<file path="src/rtl/jtfs_pkg.sv">
// Package with the types, constants and codes shared by the field scanner files.
`timescale 1ns / 1ps

package jtfs_pkg;

    // Offsets and counts are 25 bits wide and saturate at 2^24.
    localparam int OFF_W = 25;
    localparam logic [OFF_W-1:0] MAX_TEXT_BYTES = 25'h100_0000;

    // Bracket depth saturates at this value.
    localparam int DEPTH_W = 8;
    localparam logic [DEPTH_W-1:0] MAX_NEST_DEPTH = 8'd255;

    // Byte order mark.
    localparam logic [7:0] BOM_0 = 8'hEF;
    localparam logic [7:0] BOM_1 = 8'hBB;
    localparam logic [7:0] BOM_2 = 8'hBF;

    // Characters that steer the scan.
    localparam logic [7:0] CH_SPACE  = 8'h20;
    localparam logic [7:0] CH_QUOTE  = 8'h22;
    localparam logic [7:0] CH_COMMA  = 8'h2C;
    localparam logic [7:0] CH_COLON  = 8'h3A;
    localparam logic [7:0] CH_LBRACK = 8'h5B;
    localparam logic [7:0] CH_BSLASH = 8'h5C;
    localparam logic [7:0] CH_RBRACK = 8'h5D;
    localparam logic [7:0] CH_LBRACE = 8'h7B;
    localparam logic [7:0] CH_RBRACE = 8'h7D;
    localparam logic [7:0] CH_LF     = 8'h0A;
    localparam logic [7:0] CH_CR     = 8'h0D;

    // Result kinds.
    localparam logic KIND_FIELD   = 1'b0;
    localparam logic KIND_SUMMARY = 1'b1;

    // Scanner phases.
    typedef enum logic [3:0] {
        PH_MARK0 = 4'd0,
        PH_MARK1 = 4'd1,
        PH_MARK2 = 4'd2,
        PH_LEAD  = 4'd3,
        PH_TOP   = 4'd4,
        PH_KEY   = 4'd5,
        PH_COLON = 4'd6,
        PH_VWS   = 4'd7,
        PH_VSTR  = 4'd8,
        PH_VNEST = 4'd9,
        PH_VBARE = 4'd10,
        PH_DONE  = 4'd11
    } t_phase;

    // Value type codes.
    typedef enum logic [1:0] {
        VT_STRING = 2'd0,
        VT_NEST   = 2'd1,
        VT_BARE   = 2'd2
    } t_vtype;

    // One result transaction.
    typedef struct packed {
        logic             kind;
        logic [OFF_W-1:0] key_start;
        logic [OFF_W-1:0] key_end;
        logic [OFF_W-1:0] value_start;
        logic [OFF_W-1:0] value_end;
        t_vtype           value_type;
        logic [OFF_W-1:0] field_count;
        logic             object_found;
        logic             last_result;
    } t_result;

    // Results that the byte under work produces, first in order in res0.
    typedef struct packed {
        logic [1:0] count;
        t_result    res0;
        t_result    res1;
    } t_scan_out;

endpackage

</file>
<file path="src/rtl/json_top_level_field_scanner.sv">
// Top level of the JSON top-level field scanner: input register, scanner and result queue.
`timescale 1ns / 1ps

// Scans a JSON text at one byte per clock unless o_stall holds it, and reports
// each key/value pair of the outermost object as byte offsets with its value
// type, then one summary transaction on the byte marked last, after which it
// is ready for a new text. A byte is accepted every cycle that o_stall is low;
// it passes through the input register and the scanner into the result queue,
// from which its first result is offered. The rate is set by the single
// registered pass of the per-byte update and by the two-entry result queue,
// which drains one transaction per cycle while i_stall is low: a last byte that
// closes a field yields two transactions, so the queue stays one entry fuller
// until a cycle pushes nothing, and a later byte that again yields two before
// then is stalled. There is no clearing pass after reset.
module json_top_level_field_scanner (
    input  logic                          i_clk,
    input  logic                          i_rst_n,
    input  logic                          i_valid,
    output logic                          o_stall,
    input  logic [7:0]                    i_data_byte,
    input  logic                          i_last,
    output logic                          o_valid,
    input  logic                          i_stall,
    output logic                          o_kind,
    output logic [jtfs_pkg::OFF_W-1:0]    o_key_start,
    output logic [jtfs_pkg::OFF_W-1:0]    o_key_end,
    output logic [jtfs_pkg::OFF_W-1:0]    o_value_start,
    output logic [jtfs_pkg::OFF_W-1:0]    o_value_end,
    output logic [1:0]                    o_value_type,
    output logic [jtfs_pkg::OFF_W-1:0]    o_field_count,
    output logic                          o_object_found,
    output logic                          o_last_result
);
    import jtfs_pkg::*;

    logic       r_in_valid, n_in_valid;
    logic [7:0] r_in_byte;
    logic       r_in_last;
    logic       in_take, advance;
    logic [1:0] q_free, push_n;
    t_scan_out  scan;
    t_result    head;

    // Input register: refilled whenever its byte moves into the scanner.
    assign advance    = r_in_valid && (scan.count <= q_free);
    assign o_stall    = r_in_valid && !advance;
    assign in_take    = i_valid && !o_stall;
    assign n_in_valid = in_take || (r_in_valid && !advance);
    assign push_n     = advance ? scan.count : 2'd0;

    always_ff @(posedge i_clk) begin
        if (!i_rst_n) begin
            r_in_valid <= 1'b0;
        end else begin
            r_in_valid <= n_in_valid;
        end
    end

    always_ff @(posedge i_clk) begin
        if (in_take) begin
            r_in_byte <= i_data_byte;
            r_in_last <= i_last;
        end
    end

    jtfs_scan u_scan (
        .i_clk       (i_clk),
        .i_rst_n     (i_rst_n),
        .i_fire      (advance),
        .i_data_byte (r_in_byte),
        .i_last      (r_in_last),
        .o_scan      (scan)
    );

    jtfs_outq u_outq (
        .i_clk    (i_clk),
        .i_rst_n  (i_rst_n),
        .i_push_n (push_n),
        .i_res0   (scan.res0),
        .i_res1   (scan.res1),
        .i_stall  (i_stall),
        .o_free   (q_free),
        .o_valid  (o_valid),
        .o_head   (head)
    );

    // Result transaction fields.
    assign o_kind         = head.kind;
    assign o_key_start    = head.key_start;
    assign o_key_end      = head.key_end;
    assign o_value_start  = head.value_start;
    assign o_value_end    = head.value_end;
    assign o_value_type   = head.value_type;
    assign o_field_count  = head.field_count;
    assign o_object_found = head.object_found;
    assign o_last_result  = head.last_result;

`ifndef NO_ASSERTIONS
    // Every last byte that enters the scanner produces its summary.
    a_last_gives_summary: assert property (@(posedge i_clk) disable iff (!i_rst_n)
        advance && r_in_last |-> push_n != 2'd0)
        else $error("last byte produced no summary transaction");

    // Two results for one byte only happen on the last byte.
    a_two_only_on_last: assert property (@(posedge i_clk) disable iff (!i_rst_n)
        r_in_valid && scan.count == 2'd2 |-> r_in_last)
        else $error("two results for a byte that is not last");

    // The queue never accepts more than it has room for.
    a_no_overflow: assert property (@(posedge i_clk) disable iff (!i_rst_n)
        push_n <= q_free)
        else $error("result queue overflow");

    // A queued result that was not taken is still offered in the next cycle.
    a_head_kept: assert property (@(posedge i_clk) disable iff (!i_rst_n)
        o_valid && i_stall |=> o_valid)
        else $error("result dropped while stalled");
`endif

endmodule

</file>
<file path="src/rtl/jtfs_scan.sv">
// Per-byte scanner: parse state registers and the single-pass next-state logic.
`timescale 1ns / 1ps

module jtfs_scan (
    input  logic                i_clk,
    input  logic                i_rst_n,
    input  logic                i_fire,
    input  logic [7:0]          i_data_byte,
    input  logic                i_last,
    output jtfs_pkg::t_scan_out o_scan
);
    import jtfs_pkg::*;

    t_phase             r_phase, n_phase;
    logic [OFF_W-1:0]   r_pos;
    logic [DEPTH_W-1:0] r_depth, n_depth;
    logic               r_in_str, n_in_str;
    logic               r_esc, n_esc;
    logic [OFF_W-1:0]   r_ks, n_ks;
    logic [OFF_W-1:0]   r_ke, n_ke;
    logic [OFF_W-1:0]   r_vs, n_vs;
    t_vtype             r_vt, n_vt;
    logic [OFF_W-1:0]   r_fields, n_fields;
    logic               r_obj, n_obj;

    logic [7:0]         b;
    logic               ws;
    logic [OFF_W-1:0]   cur, nxt, fields_inc;
    logic [DEPTH_W-1:0] depth_dec;
    t_phase             p1;
    logic               loop_put;
    logic [OFF_W-1:0]   loop_ve;
    logic               fin_open, fin_noval, field_valid;
    t_result            field_res, summary_res;

    // Position and counter helpers; both saturate at the text limit.
    assign b          = i_data_byte;
    assign ws         = (b <= CH_SPACE);
    assign cur        = r_pos;
    assign nxt        = (r_pos == MAX_TEXT_BYTES) ? MAX_TEXT_BYTES : r_pos + 1'b1;
    assign fields_inc = (r_fields == MAX_TEXT_BYTES) ? MAX_TEXT_BYTES : r_fields + 1'b1;
    assign depth_dec  = (r_depth != '0) ? r_depth - 1'b1 : '0;

    // Phase that actually handles the byte: a missing mark falls through to the
    // leading whitespace check, and a missing colon falls through to the value.
    always_comb begin
        p1 = r_phase;
        if (r_phase == PH_MARK0 && b != BOM_0) begin
            p1 = PH_LEAD;
        end else if (r_phase == PH_COLON && !ws && b != CH_COLON) begin
            p1 = PH_VWS;
        end
    end

    // Next state for one byte, before the end-of-text handling.
    always_comb begin
        n_phase  = p1;
        n_depth  = r_depth;
        n_in_str = r_in_str;
        n_esc    = r_esc;
        n_ks     = r_ks;
        n_ke     = r_ke;
        n_vs     = r_vs;
        n_vt     = r_vt;
        n_obj    = r_obj;
        loop_put = 1'b0;
        loop_ve  = cur;
        unique case (p1)
            PH_MARK0: begin
                n_phase = PH_MARK1;
            end
            PH_MARK1: begin
                n_phase = (b == BOM_1) ? PH_MARK2 : PH_DONE;
            end
            PH_MARK2: begin
                n_phase = (b == BOM_2) ? PH_LEAD : PH_DONE;
            end
            PH_LEAD: begin
                if (!ws) begin
                    if (b == CH_LBRACE) begin
                        n_obj   = 1'b1;
                        n_phase = PH_TOP;
                    end else begin
                        n_phase = PH_DONE;
                    end
                end
            end
            PH_TOP: begin
                if (b == CH_RBRACE) begin
                    n_phase = PH_DONE;
                end else if (b == CH_QUOTE) begin
                    n_ks    = nxt;
                    n_esc   = 1'b0;
                    n_phase = PH_KEY;
                end
            end
            PH_KEY: begin
                if (r_esc) begin
                    n_esc = 1'b0;
                end else if (b == CH_BSLASH) begin
                    n_esc = 1'b1;
                end else if (b == CH_QUOTE) begin
                    n_ke    = cur;
                    n_phase = PH_COLON;
                end
            end
            PH_COLON: begin
                if (!ws) begin
                    n_phase = PH_VWS;
                end
            end
            PH_VWS: begin
                if (!ws) begin
                    n_vs     = cur;
                    n_esc    = 1'b0;
                    n_in_str = 1'b0;
                    if (b == CH_QUOTE) begin
                        n_vt    = VT_STRING;
                        n_phase = PH_VSTR;
                    end else if (b == CH_LBRACE || b == CH_LBRACK) begin
                        n_vt    = VT_NEST;
                        n_depth = DEPTH_W'(1);
                        n_phase = PH_VNEST;
                    end else if (b == CH_COMMA || b == CH_RBRACE) begin
                        // Empty value: close it here, then the byte acts at top level.
                        n_vt     = VT_BARE;
                        loop_put = 1'b1;
                        loop_ve  = cur;
                        n_phase  = (b == CH_RBRACE) ? PH_DONE : PH_TOP;
                    end else begin
                        n_vt    = VT_BARE;
                        n_phase = PH_VBARE;
                    end
                end
            end
            PH_VSTR: begin
                if (r_esc) begin
                    n_esc = 1'b0;
                end else if (b == CH_BSLASH) begin
                    n_esc = 1'b1;
                end else if (b == CH_QUOTE) begin
                    loop_put = 1'b1;
                    loop_ve  = nxt;
                    n_phase  = PH_TOP;
                end
            end
            PH_VNEST: begin
                if (r_in_str) begin
                    if (r_esc) begin
                        n_esc = 1'b0;
                    end else if (b == CH_BSLASH) begin
                        n_esc = 1'b1;
                    end else if (b == CH_QUOTE) begin
                        n_in_str = 1'b0;
                    end
                end else if (b == CH_QUOTE) begin
                    n_in_str = 1'b1;
                end else if (b == CH_LBRACE || b == CH_LBRACK) begin
                    if (r_depth < MAX_NEST_DEPTH) begin
                        n_depth = r_depth + 1'b1;
                    end
                end else if (b == CH_RBRACE || b == CH_RBRACK) begin
                    n_depth = depth_dec;
                    if (depth_dec == '0) begin
                        loop_put = 1'b1;
                        loop_ve  = nxt;
                        n_phase  = PH_TOP;
                    end
                end
            end
            PH_VBARE: begin
                if (b == CH_COMMA || b == CH_RBRACE || b == CH_LF || b == CH_CR) begin
                    // The terminator is then handled at top level.
                    loop_put = 1'b1;
                    loop_ve  = cur;
                    n_phase  = (b == CH_RBRACE) ? PH_DONE : PH_TOP;
                end
            end
            PH_DONE: begin
                n_phase = PH_DONE;
            end
            default: begin
                n_phase = PH_DONE;
            end
        endcase
    end

    // End of text: a field still open is closed at the input length.
    assign fin_open    = i_last && (n_phase >= PH_KEY) && (n_phase <= PH_VBARE);
    assign fin_noval   = (n_phase == PH_KEY) || (n_phase == PH_COLON) || (n_phase == PH_VWS);
    assign field_valid = loop_put || fin_open;
    assign n_fields    = field_valid ? fields_inc : r_fields;

    // Build the field and summary transactions.
    always_comb begin
        field_res              = '0;
        field_res.kind         = KIND_FIELD;
        field_res.key_start    = n_ks;
        field_res.key_end      = (fin_open && n_phase == PH_KEY) ? nxt : n_ke;
        field_res.value_start  = (fin_open && fin_noval) ? nxt : n_vs;
        field_res.value_type   = (fin_open && fin_noval) ? VT_BARE : n_vt;
        field_res.value_end    = loop_put ? loop_ve : nxt;
        field_res.field_count  = fields_inc;
        field_res.object_found = n_obj;
        field_res.last_result  = !i_last;

        summary_res              = '0;
        summary_res.kind         = KIND_SUMMARY;
        summary_res.value_type   = VT_STRING;
        summary_res.field_count  = n_fields;
        summary_res.object_found = n_obj;
        summary_res.last_result  = 1'b1;
    end

    assign o_scan.count = {1'b0, field_valid} + {1'b0, i_last};
    assign o_scan.res0  = field_valid ? field_res : summary_res;
    assign o_scan.res1  = summary_res;

    // State registers; the last byte returns the scanner to its reset state.
    always_ff @(posedge i_clk) begin
        if (!i_rst_n || (i_fire && i_last)) begin
            r_phase  <= PH_MARK0;
            r_pos    <= '0;
            r_depth  <= '0;
            r_in_str <= 1'b0;
            r_esc    <= 1'b0;
            r_ks     <= '0;
            r_ke     <= '0;
            r_vs     <= '0;
            r_vt     <= VT_STRING;
            r_fields <= '0;
            r_obj    <= 1'b0;
        end else if (i_fire) begin
            r_phase  <= n_phase;
            r_pos    <= nxt;
            r_depth  <= n_depth;
            r_in_str <= n_in_str;
            r_esc    <= n_esc;
            r_ks     <= n_ks;
            r_ke     <= n_ke;
            r_vs     <= n_vs;
            r_vt     <= n_vt;
            r_fields <= n_fields;
            r_obj    <= n_obj;
        end
    end

endmodule

</file>
<file path="src/rtl/jtfs_outq.sv">
// Two-entry result queue that decouples the scanner from a stalling receiver.
`timescale 1ns / 1ps

module jtfs_outq (
    input  logic              i_clk,
    input  logic              i_rst_n,
    input  logic [1:0]        i_push_n,
    input  jtfs_pkg::t_result i_res0,
    input  jtfs_pkg::t_result i_res1,
    input  logic              i_stall,
    output logic [1:0]        o_free,
    output logic              o_valid,
    output jtfs_pkg::t_result o_head
);
    import jtfs_pkg::*;

    t_result    r_q0, n_q0;
    t_result    r_q1, n_q1;
    logic [1:0] r_cnt, n_cnt;
    logic       pop;

    assign o_valid = (r_cnt != 2'd0);
    assign o_head  = r_q0;
    assign pop     = o_valid && !i_stall;

    // Space after this cycle's pop.
    always_comb begin
        case (r_cnt)
            2'd0:    o_free = 2'd2;
            2'd1:    o_free = pop ? 2'd2 : 2'd1;
            default: o_free = pop ? 2'd1 : 2'd0;
        endcase
    end

    // Pop shifts the second entry forward, then new results append in order.
    always_comb begin
        n_q0  = r_q0;
        n_q1  = r_q1;
        n_cnt = r_cnt;
        if (pop) begin
            n_q0  = r_q1;
            n_cnt = r_cnt - 1'b1;
        end
        if (i_push_n != 2'd0) begin
            if (n_cnt == 2'd0) begin
                n_q0 = i_res0;
                n_q1 = i_res1;
            end else begin
                n_q1 = i_res0;
            end
            n_cnt = n_cnt + i_push_n;
        end
    end

    always_ff @(posedge i_clk) begin
        if (!i_rst_n) begin
            r_cnt <= 2'd0;
        end else begin
            r_cnt <= n_cnt;
        end
    end

    always_ff @(posedge i_clk) begin
        r_q0 <= n_q0;
        r_q1 <= n_q1;
    end

endmodule

</file>
<file path="config.mk">
export PLATFORM = sky130hd
export DESIGN_NAME = json_top_level_field_scanner
export DESIGN_NICKNAME = d
export VERILOG_FILES = /design/src/rtl/jtfs_pkg.sv /design/src/rtl/json_top_level_field_scanner.sv /design/src/rtl/jtfs_scan.sv /design/src/rtl/jtfs_outq.sv
export SDC_FILE = /design/constraint.sdc
export NUM_CORES = 1
export LEC_CHECK = 0
export BUFFER_PORTS_ARGS = -buffer_cell sky130_fd_sc_hd__buf_2
export CAP_MARGIN = 25
export CORE_MARGIN = 2
export CORE_UTILIZATION = 25
export CTS_BUF_LIST = sky130_fd_sc_hd__clkbuf_8
export DETAILED_ROUTE_END_ITERATION = 6
export PLACE_DENSITY = 0.39
export SYNTH_ARGS = -nofsm -noshare
export SYNTH_HDL_FRONTEND = slang
export SYNTH_SLANG_ARGS = --single-unit
</file>
<file path="constraint.sdc">
create_clock -name i_clk -period 10.8 [get_ports i_clk]
set_input_delay 1.62 -clock i_clk [delete_from_list [all_inputs] [get_ports i_clk]]
set_output_delay 1.62 -clock i_clk [all_outputs]
set_load 0.005 [all_outputs]
</file>
Word level (Yosys, flattened, before mapping)
Cells that the tools add are included.
- flip-flop bits (word level): 414
- bits of input ports: 13
- output and inout bits: 132
- word-level logic and storage cells: 233
- add/sub/neg operators: 7
- order comparisons: 5
- equality and inequality tests: 40
- multiplexer cells: 106
- reduce and logical (&&, ||, !) cells: 42
- operators with widths (operator ; number):
    two-way mux 25 bit ; 23
    two-way mux 130 bit ; 4
    two-way mux 4 bit ; 26
    two-way mux 8 bit ; 9
    adder 25 x 1 -> 25 bit (second input constant) ; 2
    equality test 25 bit (second input constant) ; 2
    case mux 25 bit (2 select lines) ; 1
    case mux 4 bit (11 select lines) ; 1
    equality test 8 x 7 -> 1 bit (second input constant) ; 5
    equality test 4 x 3 -> 1 bit (second input constant) ; 8
    two-way mux 1 bit ; 27
    two-way mux 27 bit ; 1
    two-way mux 2 bit ; 9
    equality test 8 x 4 -> 1 bit (second input constant) ; 2
    equality test 8 x 6 -> 1 bit (second input constant) ; 2
    equality test 8 bit (second input constant) ; 2
    case mux 8 bit (2 select lines) ; 1
    equality test 4 bit (second input constant) ; 3
    logical AND 1 bit ; 12
    logical OR 1 bit ; 10
    inequality test 2 bit (second input constant) ; 5
    AND reduction 9 bit ; 1
    adder 8 x 1 -> 8 bit (second input constant) ; 1
    equality test 4 x 2 -> 1 bit (second input constant) ; 2
    other kinds (29) ; 41

Longest topological paths before layout
Gate-level depths: netlist (run 1).
- depth in word-level cells: 24
- depth in mapped cells: 28
- mapped depth without buffers: 22

Modules after synthesis
Synthesis (run 1) repeated with hierarchy kept, for this count alone.
- cells, all modules: 2654
- area total of the unflattened synthesis: 23587.6 um2
- by module, submodules not included (module ; times used ; cells an instance ; area each (um2) ; sequential area each (um2)):
    jtfs_outq ; 1 ; 1008 ; 12015.3 ; 6546.3
    jtfs_scan ; 1 ; 1623 ; 11177.0 ; 2842.7
    json_top_level_field_scanner ; 1 ; 23 ; 395.4 ; 290.3

Worst setup path after synthesis (run 1)
OpenSTA, ideal clock, no wires.
- path kind: register to register
- start point: reg u_scan.r_depth[1]
- end point: reg u_outq.r_q0, in the netlist u_outq.o_head[7]
- setup time: 0.115 ns
- data arrival time: 10.964 ns
- data required time: 10.685 ns
- slack: -0.279 ns
- stages on the path, launching flop included: 24
- buffers on the path: 5
- clock period less this slack: 11.079 ns
- path through: dfxtp_1 clkbuf_1 inv_1 ha_1 or3b_1 a2111oi_0 o311ai_1 o2bb2ai_1 nor4_4 o211ai_2 and3_4 inv_2 clkbuf_1 ha_1 ha_1 nor2b_1 o21ai_0 nand2_1 nor2_1 nand2_1 clkbuf_1 clkbuf_1 clkbuf_1 o21a_1
- RTL lines (what ; line ; RTL):
    start: declaration ; jtfs_scan.sv:16 ; logic [DEPTH_W-1:0] r_depth, n_depth;
    start signal: assignment ; jtfs_scan.sv:236 ; r_depth <= n_depth;
    end signal: assignment ; jtfs_outq.sv:64 ; r_q0 <= n_q0;
    end: declaration ; jtfs_outq.sv:17 ; t_result r_q0, n_q0;

Worst setup path in the final report (run 1)
- start point: reg r_in_byte[6]
- end point: out o_stall
- longest elaborated chain between the ends: 21
- elaborated cells on any way between the ends: 84
- those cells by class: add/sub (1); order compare (4); eq/ne (23); mux (40); reduce/logical (16)
- ends and longest elaborated chain (what ; line ; RTL):
    start: declaration ; json_top_level_field_scanner.sv:37 ; logic [7:0] r_in_byte;
    start signal: assignment ; json_top_level_field_scanner.sv:61 ; r_in_byte <= i_data_byte;
    <= comparator 8 x 6 -> 1 bit ; jtfs_scan.sv:38 ; assign ws = (b <= CH_SPACE);
    logical NOT 1 bit ; jtfs_scan.sv:50 ; end else if (r_phase == PH_COLON && !ws && b != CH_COLON) begin
    logical AND 1 bit (2 in series) ; jtfs_scan.sv:50 ;
    two-way mux 4 bit ; jtfs_scan.sv:50 ;
    two-way mux 4 bit ; jtfs_scan.sv:48 ; if (r_phase == PH_MARK0 && b != BOM_0) begin
    two-way mux 4 bit ; jtfs_scan.sv:164 ; if (depth_dec == '0) begin
    two-way mux 4 bit ; jtfs_scan.sv:162 ; end else if (b == CH_RBRACE || b == CH_RBRACK) begin
    two-way mux 4 bit ; jtfs_scan.sv:158 ; end else if (b == CH_LBRACE || b == CH_LBRACK) begin
    (+3 left out) ; n/a ;
    >= comparator 4 x 3 -> 1 bit ; jtfs_scan.sv:189 ; assign fin_open = i_last && (n_phase >= PH_KEY) && (n_phase <= PH_VBARE);
    logical AND 1 bit (2 in series) ; jtfs_scan.sv:189 ;
    logical OR 1 bit * ; jtfs_scan.sv:191 ; assign field_valid = loop_put || fin_open;
    adder 1 x 1 -> 2 bit * ; jtfs_scan.sv:215 ; assign o_scan.count = {1'b0, field_valid} + {1'b0, i_last};
    <= comparator 2 bit * ; json_top_level_field_scanner.sv:45 ; assign advance = r_in_valid && (scan.count <= q_free);
    logical AND 1 bit * ; json_top_level_field_scanner.sv:45 ;
    logical NOT 1 bit * ; json_top_level_field_scanner.sv:46 ; assign o_stall = r_in_valid && !advance;
    logical AND 1 bit * ; json_top_level_field_scanner.sv:46 ;
    end: declaration ; json_top_level_field_scanner.sv:19 ; output logic o_stall,
Mark *: on every way between the ends. The rest lies on a longest branch, timed or not.

==> results_dict.tcl, run 1 <==
set metrics [dict create \
    worst_slew_pin_slew_ps 993.5 \
    total_leakage_power_nw 8.364 \
    num-nets-final 2451 \
    synth_cells 2368 \
    final_period_minus_worst_setup_slack_ps 7421 \
    synth-edff-count 139 \
    synthesis.area_per_instance_um2 8.586 \
    coreArea_um2 80550 \
    drive_gt1_share_pct 13.97 \
    maxCapViolations 0 \
    io-pin-count 145 \
    post_drt_via_cell_ratio 5.104 \
    postCtsHoldBufs 0 \
    place_hpwl_mm 49.05 \
    crit_fanout 24 \
    slew-limit-headroom_pct 33.37 \
    crit_path_start_kind "flip-flop" \
    cts-root-to-sink-buffers 3 \
    yosys.area.top_type_share_pct 27.08 \
    cts_resized 0 \
    cp.arrival_ps 5800 \
    grt-busiest-layer "met2" \
    largest_net_degree_at_the_start_of_global_routing 131 \
    drc_errors 0 \
    dieHeight_um 289.2 \
    synth.net_count 2393 \
    finalSetupViolCount 0 \
    synth_largest_area_cell "sky130_fd_sc_hd__dfxtp_1" \
    holdCritStartpoint "u_scan.r_ke[2]$_SDFFE_PP0P_" \
    reg2regPathDepth 20 \
    finalClockSkew_ps 53.46 \
    gp_routability_congestion 0.8426 \
    reg2reg_from "r_in_byte[6]$_DFFE_PP_" \
    async_reset_ff_share_pct 0 \
    hold_path_end "u_scan.r_ke[2]$_SDFFE_PP0P_" \
    fp.dieArea_um2 83630 \
    final_max_slew_viol_count 0 \
    outcome "finished, final reports clean" \
    std_cell_rows 104 \
    tritoncts "yes" \
    r2r_slack_ps 4180 \
    final_critical_path_setup_slack_ps 3379 \
    timing.final.crit_share_pct 68.72 \
    initial_core_util_pct 25.24 \
    timing.hold.worst.class "flip-flop to flip-flop" \
    ys_dominant_reg_cell "sky130_fd_sc_hd__dfxtp_1" \
    worst_ep_required_time_ps 9180 \
    globalRoute.totalOverflow 0 \
    drt_pass1_iterations 5 \
    worst_setup_path_end_kind "output port" \
    drt_first_iter_violations 1282 \
    synth_cell_types 81 \
    number_of_global_route_vias_before_repair 17714 \
    synthesis.area_um2 20330 \
    portBuffers 144 \
    postRouteWirelength_mm 76.30 \
    synthesis_to_finish_area_growth_pct 16.41 \
    achievable_freq_mhz 134.7 \
    final_area_um2 23670 \
    clock-sinks 414 \
    p_per_area_nw_per_um2 248.3 \
    met1_usage_pct 25.16 \
    crit_reg_reg_endpoint "u_scan.r_depth[3]$_SDFFE_PP0P_" \
    fill_cell_total_of_the_finished_layout 8598 \
    worst_hold_path.num_cells 2 \
    clk_pin_slew_worst_paths_ps 50 \
    dpl-instance-area_um2 22030 \
    grt_use_met2_pct 28.85 \
    clock_latency_ps 680 \
    vias 18138 \
    wire_length_of_the_first_global_routing_pass_mm 115.4 \
    die_width_um 289.2 \
    setup_slack_placement_ps 4127 \
    post-cts-setup-buffer-count 0 \
    overall_power_after_layout_mw 5.877 \
    synth_top_cells_by_area "sky130_fd_sc_hd__dfxtp_1 27%, sky130_fd_sc_hd__edfxtp_1 21%, sky130_fd_sc_hd__nand2_1 7.9%, sky130_fd_sc_hd__a21oi_1 4.4%, sky130_fd_sc_hd__nor2_1 3.6%" \
    finalHoldViolations 0 \
    groute.usage.overall_pct 18.02 \
    cts.root.buffer_cell "sky130_fd_sc_hd__clkbuf_8" \
    yosysWarningCount 0 \
    routedWlPerCell_um 21.47 \
    unrepaired_setup_endpoints_after_global_routing "no" \
    setup_total_negative_slack_ps 0 \
    ys_seq_area_share_pct 47.61 \
    vdd_ir_drop_max_v 0.0001603 \
    htree_num_levels 3 \
    number_of_synthesized_register_bits 414 \
    cts_buffers 79 \
    grtUsageMet3_pct 2.362 \
    grt_antenna_before_repair 1 \
    route.antenna.remaining_nets 0 \
    crit_path_category "flip-flop to output port" \
]
cells by family after synthesis:
group                    synth area share, %
AND/OR/NAND/NOR                        22.82
AO/OA/AOI/OAI                          18.01
flip-flops                             47.61
buffers and inverters                  4.505
XOR/XNOR                               3.058
multiplexers                           3.255
adder cells (fa/ha/maj)               0.7384
power by group:
group / leakage [nW] / internal [mW] / switching (mW)
clock: 0.926 / 0.856 / 0.730
combinational: 3.83 / 0.656 / 1.37
sequential: 3.61 / 2.05 / 0.221
total: 8.36 / 3.56 / 2.32
cells in the mapped netlist (all sizes together) (4+ instances only):
cell type    n
a2111oi      5
a211oi      29
a21o        26
a21oi      178
a221oi       7
a22oi       11
a311oi       9
a31o         4
a31oi       53
a32o         5
and2        18
and3        57
and4         4
buf         26
clkbuf     187
dfxtp      275
edfxtp     139
ha          12
inv         24
mux2i       65
nand2      430
nand2b      15
nand3       82
nand3b       7
nand4       13
nor2       196
nor2b       29
nor3        41
nor4        31
o211ai      12
o21a        26
o21ai       92
o221ai      23
o22ai       38
o311ai       5
o31a         4
o31ai       23
or2         10
or3         38
or4         13
xnor2       37
xor2        34
worst max path at each step:
stage	slack, ps	from	to
2_1_floorplan	2000	u_scan.r_depth[1]$_SDFFE_PP0P_	u_outq.o_head[7]$_DFF_P_
3_3_place_gp	4140	r_in_byte[0]$_DFFE_PP_	o_stall
3_5_place_dp	4130	r_in_byte[0]$_DFFE_PP_	o_stall
4_1_cts	3370	r_in_byte[6]$_DFFE_PP_	o_stall
5_1_grt	3090	r_in_byte[0]$_DFFE_PP_	o_stall
6_report	3380	r_in_byte[6]$_DFFE_PP_	o_stall
state kept, by name (all words and copies together) (netlist names), 2 cells and up:
name	count
u_outq.o_head	130
u_outq.r_q1	130
u_scan.cur	25
u_scan.r_fields	25
u_scan.r_ke	25
u_scan.r_ks	25
u_scan.r_vs	25
r_in_byte	8
u_scan.r_depth	8
u_scan.r_phase	4
u_outq.r_cnt	2
u_scan.r_vt	2
per-layer routing:
layer / part of all wire, % / vias up
met2: 46 / 481
met4: 2.3 / 0
li1: - / 8587
met1: 47 / 8976
met3: 4.5 / 94
met5: 0 / -
cell type report:
| type | count | area, um2 | share of cell area [%] |
|---|---|---|---|
| diodes | 3 | 7.507 | 0.03172 |
| clock buffers | 96 | 1321 | 5.583 |
| clock inverters | 50 | 284.0 | 1.200 |
| inverters | 24 | 90.09 | 0.3806 |
| multi-input cells | 1717 | 9819 | 41.49 |
| flip-flops and latches | 414 | 9679 | 40.90 |
| well taps | 1060 | 1326 | 5.604 |
| repair buffers | 190 | 1140 | 4.816 |
stage by stage:
stage | cells | hold slack (ps) | util, %
floorplan | 2368 | 427.4 | -
global placement | 3403 | 433.6 | 27.33
detailed placement | 3404 | 444.8 | 27.35
CTS | 3550 | 452.7 | 29.34
global route | 3554 | 471.0 | 29.38
finish | 3554 | 452.7 | 29.38
worst max-delay path: stages (launching register included):
cell,delay (ps)
sky130_fd_sc_hd__edfxtp_1,470
sky130_fd_sc_hd__or4_4,600
sky130_fd_sc_hd__o32ai_1,690
sky130_fd_sc_hd__o21ai_0,300
sky130_fd_sc_hd__o211a_1,260
sky130_fd_sc_hd__o41ai_4,320
sky130_fd_sc_hd__buf_4,300
sky130_fd_sc_hd__a21o_1,120
sky130_fd_sc_hd__buf_4,300
sky130_fd_sc_hd__and3_4,250
sky130_fd_sc_hd__inv_2,40
sky130_fd_sc_hd__ha_1,300
sky130_fd_sc_hd__inv_1,60
sky130_fd_sc_hd__ha_1,290
sky130_fd_sc_hd__nand2_1,70
sky130_fd_sc_hd__o21ai_0,160
sky130_fd_sc_hd__nor2_1,370
sky130_fd_sc_hd__buf_2,190
layout by cell type (no fill, tap or decap), types with 13 or more instances in the layout:
| cell | count |
|---|---|
| sky130_fd_sc_hd__nand2_1 | 425 |
| sky130_fd_sc_hd__dfxtp_1 | 275 |
| sky130_fd_sc_hd__nor2_1 | 192 |
| sky130_fd_sc_hd__a21oi_1 | 177 |
| sky130_fd_sc_hd__buf_2 | 144 |
| sky130_fd_sc_hd__edfxtp_1 | 139 |
| sky130_fd_sc_hd__clkbuf_8 | 96 |
| sky130_fd_sc_hd__o21ai_0 | 88 |
| sky130_fd_sc_hd__nand3_1 | 82 |
| sky130_fd_sc_hd__mux2i_1 | 65 |
| sky130_fd_sc_hd__and3_1 | 56 |
| sky130_fd_sc_hd__a31oi_1 | 52 |
| sky130_fd_sc_hd__inv_1 | 50 |
| sky130_fd_sc_hd__buf_4 | 40 |
| sky130_fd_sc_hd__nor3_1 | 39 |
| sky130_fd_sc_hd__or3_1 | 38 |
| sky130_fd_sc_hd__o22ai_1 | 38 |
| sky130_fd_sc_hd__xnor2_1 | 37 |
| sky130_fd_sc_hd__xor2_1 | 34 |
| sky130_fd_sc_hd__nor2b_1 | 29 |
| sky130_fd_sc_hd__a211oi_1 | 28 |
| sky130_fd_sc_hd__nor4_1 | 26 |
| sky130_fd_sc_hd__a21o_1 | 26 |
| sky130_fd_sc_hd__o21a_1 | 26 |
| sky130_fd_sc_hd__o31ai_1 | 23 |
| sky130_fd_sc_hd__o221ai_1 | 23 |
| sky130_fd_sc_hd__and2_1 | 18 |
| sky130_fd_sc_hd__nand2b_1 | 15 |
| sky130_fd_sc_hd__nand4_1 | 13 |
(Power assumes the default switching activity.)
==> run 2, diff against run 1 <==
clock period = 6.8 ns   (was 10.8 ns; I/O delays follow)
==> run 2 against run 1 <==
  * Largest cell class unchanged
  * Largest power group unchanged
  * First-iteration DRC count increased by 7.6%
  * Sequential power up 59%
  * Clock skew decreased by 15 ps
  * The flow now finishes with violations (DRC)
  * Critical path type unchanged
==> results_dict.tcl, run 2 (synthesis results as in run 1) <==
set metrics [dict create \
    outcome "finished with violations" \
    failing_checks "DRC" \
    fill_cell_total_of_the_finished_layout 8575 \
    crit_fanout 16 \
    groute.usage.overall_pct 17.90 \
    wire_length_of_the_first_global_routing_pass_mm 114.5 \
    vias 18069 \
    drive_gt1_share_pct 14.14 \
    final_max_slew_viol_count 0 \
    gp_routability_congestion 0.8506 \
    worst_setup_path_end_kind "output port" \
    combinationalPowerShare_pct 34.8 \
    clock-sinks 414 \
    num-nets-final 2456 \
    portBuffers 144 \
    vdd_ir_drop_max_v 0.0004187 \
    cp.arrival_ps 5290 \
    p_int_mw 5.671 \
    power.clock.fraction_pct 26.6 \
    dieHeight_um 289.2 \
    timing.critical_path.cells "or3b_1 -> a2111oi_0 -> nor2_1 -> a21o_1 -> a2111o_1 -> o211ai_2 -> buf_4 -> and3_4 -> inv_4 -> ha_4 -> inv_1 -> ha_1 -> nand2_1 -> o21ai_2 -> nor2_1 -> buf_2" \
    ff_latch_area_um2 9679 \
    critical_path.top_delay_family "compound AO/OA/AOI/OAI gates" \
    largest_net_degree_at_the_start_of_global_routing 131 \
    final_cell_mix "426 x sky130_fd_sc_hd__nand2_1, 275 x sky130_fd_sc_hd__dfxtp_1, 190 x sky130_fd_sc_hd__nor2_1" \
    achievable_freq_mhz 158.4 \
    number_of_global_route_vias_before_repair 17630 \
    post_drt_via_cell_ratio 5.078 \
    coreArea_um2 80550 \
    globalRoute.totalOverflow 0 \
    grt_antenna_before_repair 1 \
    cts_buffers 80 \
    drt_pass1_iterations 7 \
    cpMaxStageDelayCell "sky130_fd_sc_hd__a2111oi_0" \
    place_hpwl_mm 49.57 \
    drt_first_iter_violations 1380 \
    p_per_area_nw_per_um2 393.1 \
    final_cells 3558 \
    setup_total_negative_slack_ps 0 \
    initial_core_util_pct 25.24 \
    cts_resized 0 \
    htree_num_levels 3 \
    post-cts-setup-buffer-count 0 \
    worst_ep_required_time_ps 5780 \
    finalSetupViolCount 0 \
    timing.hold.worst.class "flip-flop to flip-flop" \
    fp.dieArea_um2 83630 \
    routedWlPerCell_um 21.35 \
    clk_pin_slew_worst_paths_ps 50 \
    p_sw_share_pct 39.26 \
    overall_power_after_layout_mw 9.336 \
    crit_path_category "flip-flop to output port" \
    die_width_um 289.2 \
    finalClockSkew_ps 38.77 \
    worst_slew_pin_slew_ps 1121 \
    slew-limit-headroom_pct 24.85 \
    drc_errors 4 \
    maxCapViolations 0 \
    final_period_minus_worst_setup_slack_ps 6314 \
    io-pin-count 145 \
    final_common_cell "sky130_fd_sc_hd__nand2_1" \
    timing.final.crit_share_pct 92.85 \
    cts.root.buffer_cell "sky130_fd_sc_hd__clkbuf_8" \
    cts-root-to-sink-buffers 3 \
    total_leakage_power_nw 8.427 \
    crit_path_start_kind "flip-flop" \
    finalHoldViolations 0 \
    tritoncts "yes" \
    p_seq_share_pct 38.6 \
    crit_path_frequent_cell "sky130_fd_sc_hd__nor2_1" \
    synthesis_to_finish_area_growth_pct 16.82 \
    unrepaired_setup_endpoints_after_global_routing "no" \
    netSwitchingPower_mw 3.665 \
    clock_latency_ps 690 \
    critical_path.max_stage_delay_ps 870 \
    critical_path.n_buffers_inverters 4 \
    placed_cells 3408 \
    postRouteWirelength_mm 75.96 \
    route.antenna.remaining_nets 0 \
    std_cell_rows 104 \
    postCtsHoldBufs 0 \
    multi_input_area_um2 9876 \
    final_core_util_pct 29.49 \
]
## run 2: area by class of cell
cell class	instances	area share (%)
Tap cell	1060	5.584
Antenna cell	2	0.02107
Timing Repair Buffer	194	5.067
Inverter	24	0.3898
Sequential cell	414	40.75
Multi-Input combinational cell	1717	41.58
Clock buffer	93	5.389
Clock inverter	54	1.222
## run 2: per-layer routing
metal	up-vias	track usage [%]	part of all wire, %
met5	-	0	0
met4	0	7.384	3.5
met3	118	2.465	4.6
met2	474	27.57	45
met1	8849	25.10	47
li1	8628	-	-
## run 2: worst paths after layout
check	slack, ps	cells after the start	from	end
min reg2reg	450	2	u_scan.r_ke[17]$_SDFFE_PP0P_	u_scan.r_ke[17]$_SDFFE_PP0P_
max	490	16	r_in_byte[2]$_DFFE_PP_	o_stall
min	450	2	u_scan.r_ke[17]$_SDFFE_PP0P_	u_scan.r_ke[17]$_SDFFE_PP0P_
max reg2reg	900	19	r_in_byte[2]$_DFFE_PP_	u_outq.o_head[73]$_DFF_P_
## run 2: power by group through the flow
stage | clock [mW] | sequential, mW | combinational, mW
final | 2.48 | 3.61 | 3.25
after global routing | 2.68 | 3.67 | 3.60
after CTS | 2.57 | 3.62 | 3.31
after floorplan | 0 | 3.56 | 2.05
after global placement | 0 | 3.66 | 3.27
after detailed placement | 0 | 3.66 | 3.30
## run 2: through the flow
step                hold slack [ps]  instance area (um2)  setup slack, ps
floorplan                     427.4                20470            34.12
global placement              438.3                22150             1086
detailed placement            442.3                22150             1101
CTS                           448.6                23720            560.3
global route                  468.3                23750            186.2
finish                        452.3                23750            486.1
## run 2: worst reg2reg max path, delay by kind of cell (launching register included)
kind            cells  cell delay, ps
compound gates      5            1700
fa+ha+maj           2             370
buf+inv             4             990
flops               1             520
simple gates        8            2230
==> run 3, diff against run 2 <==
==> constraint.sdc (replaced) <==
create_clock -name i_clk -period 6.8 [get_ports i_clk]
set_input_delay 1.7 -clock i_clk [delete_from_list [all_inputs] [get_ports i_clk]]
set_output_delay 1.7 -clock i_clk [all_outputs]
set_load 0.005 [all_outputs]
==> run 3 against run 2 <==
  * The run now ends clean
  * Utilization decreased by 0.076 points
  * Hold slack got worse by 1.1 ps
  * Clock power down 2%
  * Register-to-register slack worse by 30 ps
  * Setup slack lost 220 ps
  * Via count shrank 0.79%
  * Cell area down 0.26%
  * Clock skew increased by 2.6 ps
  * Critical path type unchanged
  * Largest power group unchanged
==> results_dict.tcl, run 3 (synthesis results as in run 1) <==
set metrics [dict create \
    portBuffers 144 \
    drt_first_iter_violations 1171 \
    drc_errors 0 \
    postRouteWirelength_mm 75.17 \
    achievable_freq_mhz 153.0 \
    holdWs_ps 451.2 \
    final_cells 3557 \
    placed_cells 3408 \
    maxCapViolations 0 \
    post-cts-setup-buffer-count 0 \
    cp.arrival_ps 4830 \
    clock-sinks 414 \
    grt-busiest-layer "met2" \
    setup.worst_path.start "r_in_byte[0]$_DFFE_PP_" \
    reg2reg_from "r_in_byte[0]$_DFFE_PP_" \
    cts_buffers 79 \
    setup_slack_placement_ps 732.4 \
    met1_usage_pct 25.02 \
    num-nets-final 2454 \
    routedWlPerCell_um 21.13 \
    route.antenna.remaining_nets 0 \
    cts_resized 1 \
    holdCritStartpoint "u_scan.r_ke[17]$_SDFFE_PP0P_" \
    coreArea_um2 80550 \
    final_period_minus_worst_setup_slack_ps 6534 \
    htree_num_levels 3 \
    globalRoute.totalOverflow 0 \
    postCtsHoldBufs 0 \
    groute.usage.overall_pct 17.62 \
    final_common_cell "sky130_fd_sc_hd__nand2_1" \
    cts.root.buffer_cell "sky130_fd_sc_hd__clkbuf_8" \
    final_max_slew_viol_count 0 \
    final_critical_path_setup_slack_ps 265.6 \
    synthesis_to_finish_area_growth_pct 16.52 \
    grtUsageMet3_pct 2.622 \
    worst_slew_pin_slew_ps 1136 \
    slew-limit-headroom_pct 23.82 \
    largest_net_degree_at_the_start_of_global_routing 134 \
    final_core_util_pct 29.41 \
    timing.hold.worst.class "flip-flop to flip-flop" \
    drt_pass1_iterations 5 \
    place_hpwl_mm 48.94 \
    fp.dieArea_um2 83630 \
    worst_ep_required_time_ps 5100 \
    crit_fanout 9 \
    number_of_global_route_vias_before_repair 17192 \
    outcome "finished, final reports clean" \
    finalClockSkew_ps 41.39 \
    clock_latency_ps 670 \
    cts-root-to-sink-buffers 3 \
    final_cell_mix "426 x sky130_fd_sc_hd__nand2_1, 275 x sky130_fd_sc_hd__dfxtp_1, 189 x sky130_fd_sc_hd__nor2_1" \
    tritoncts "yes" \
    worst_setup_path_end_kind "output port" \
    post_drt_via_cell_ratio 5.040 \
    clk_pin_slew_worst_paths_ps 60 \
    finalSetupViolCount 0 \
    grt_antenna_before_repair 1 \
    timing.final.crit_share_pct 96.09 \
    crit_path_start_kind "flip-flop" \
    io-pin-count 145 \
    wire_length_of_the_first_global_routing_pass_mm 112.6 \
    drive_gt1_share_pct 14.03 \
    finalHoldViolations 0 \
    gp_routability_congestion 0.8584 \
    die_width_um 289.2 \
    setup_total_negative_slack_ps 0 \
    vias 17926 \
    unrepaired_setup_endpoints_after_global_routing "no" \
    std_cell_rows 104 \
    dieHeight_um 289.2 \
    p_per_area_nw_per_um2 393.2 \
    vdd_ir_drop_max_v 0.0003286 \
    total_leakage_power_nw 8.389 \
    initial_core_util_pct 25.24 \
    crit_path_category "flip-flop to output port" \
    grt_use_met2_pct 27.64 \
]
## run 3: metrics by stage
| step | power [mW] | instance area [um2] |
|---|---|---|
| 2_1_floorplan | 5.602 | 20470 |
| 3_3_place_gp | 6.966 | 22120 |
| 3_5_place_dp | 6.978 | 22120 |
| 4_1_cts | 9.464 | 23670 |
| 5_1_grt | 9.905 | 23690 |
| 6_report | 9.315 | 23690 |
## run 3: final cells by class
cell class                      count  area [um2]
Multi-Input combinational cell   1717        9894
Timing Repair Buffer              193        1149
Sequential cell                   414        9679
Clock inverter                     56       304.0
Fill cell                        8593       56860
Clock buffer                       90        1239
Inverter                           24       92.59
Antenna cell                        3       7.507
Tap cell                         1060        1326
## run 3: critical path, stage by stage (launching register included)
cell,delay [ps]
sky130_fd_sc_hd__edfxtp_1,500
sky130_fd_sc_hd__or4_4,620
sky130_fd_sc_hd__o32a_1,420
sky130_fd_sc_hd__a211oi_2,430
sky130_fd_sc_hd__a21oi_1,170
sky130_fd_sc_hd__nor4_4,440
sky130_fd_sc_hd__a21o_1,190
sky130_fd_sc_hd__and3_4,200
sky130_fd_sc_hd__inv_4,40
sky130_fd_sc_hd__ha_4,270
sky130_fd_sc_hd__inv_1,60
sky130_fd_sc_hd__ha_1,280
sky130_fd_sc_hd__nand2_1,90
sky130_fd_sc_hd__o21ai_2,80
sky130_fd_sc_hd__nor2_2,200
sky130_fd_sc_hd__buf_2,160
## run 3: final timing paths
path                                  end  slack, ps  cells after the start
max reg2reg     u_outq.o_head[70]$_DFF_P_        870                     19
max                               o_stall        270                     15
min reg2reg  u_scan.r_ke[17]$_SDFFE_PP0P_        450                      2
min          u_scan.r_ke[17]$_SDFFE_PP0P_        450                      2
## run 3: report_power, final
group          internal [mW]  switching [mW]  total (mW)
registers               3.25           0.344        3.60
logic                   1.09            2.21        3.30
clock network           1.29            1.13        2.42
## run 3: metal layers
layer,vias to the layer above,routed length [um]
met1,8761,35790
met2,464,34260
li1,8620,-
met4,0,1477
met5,-,0
met3,81,3632
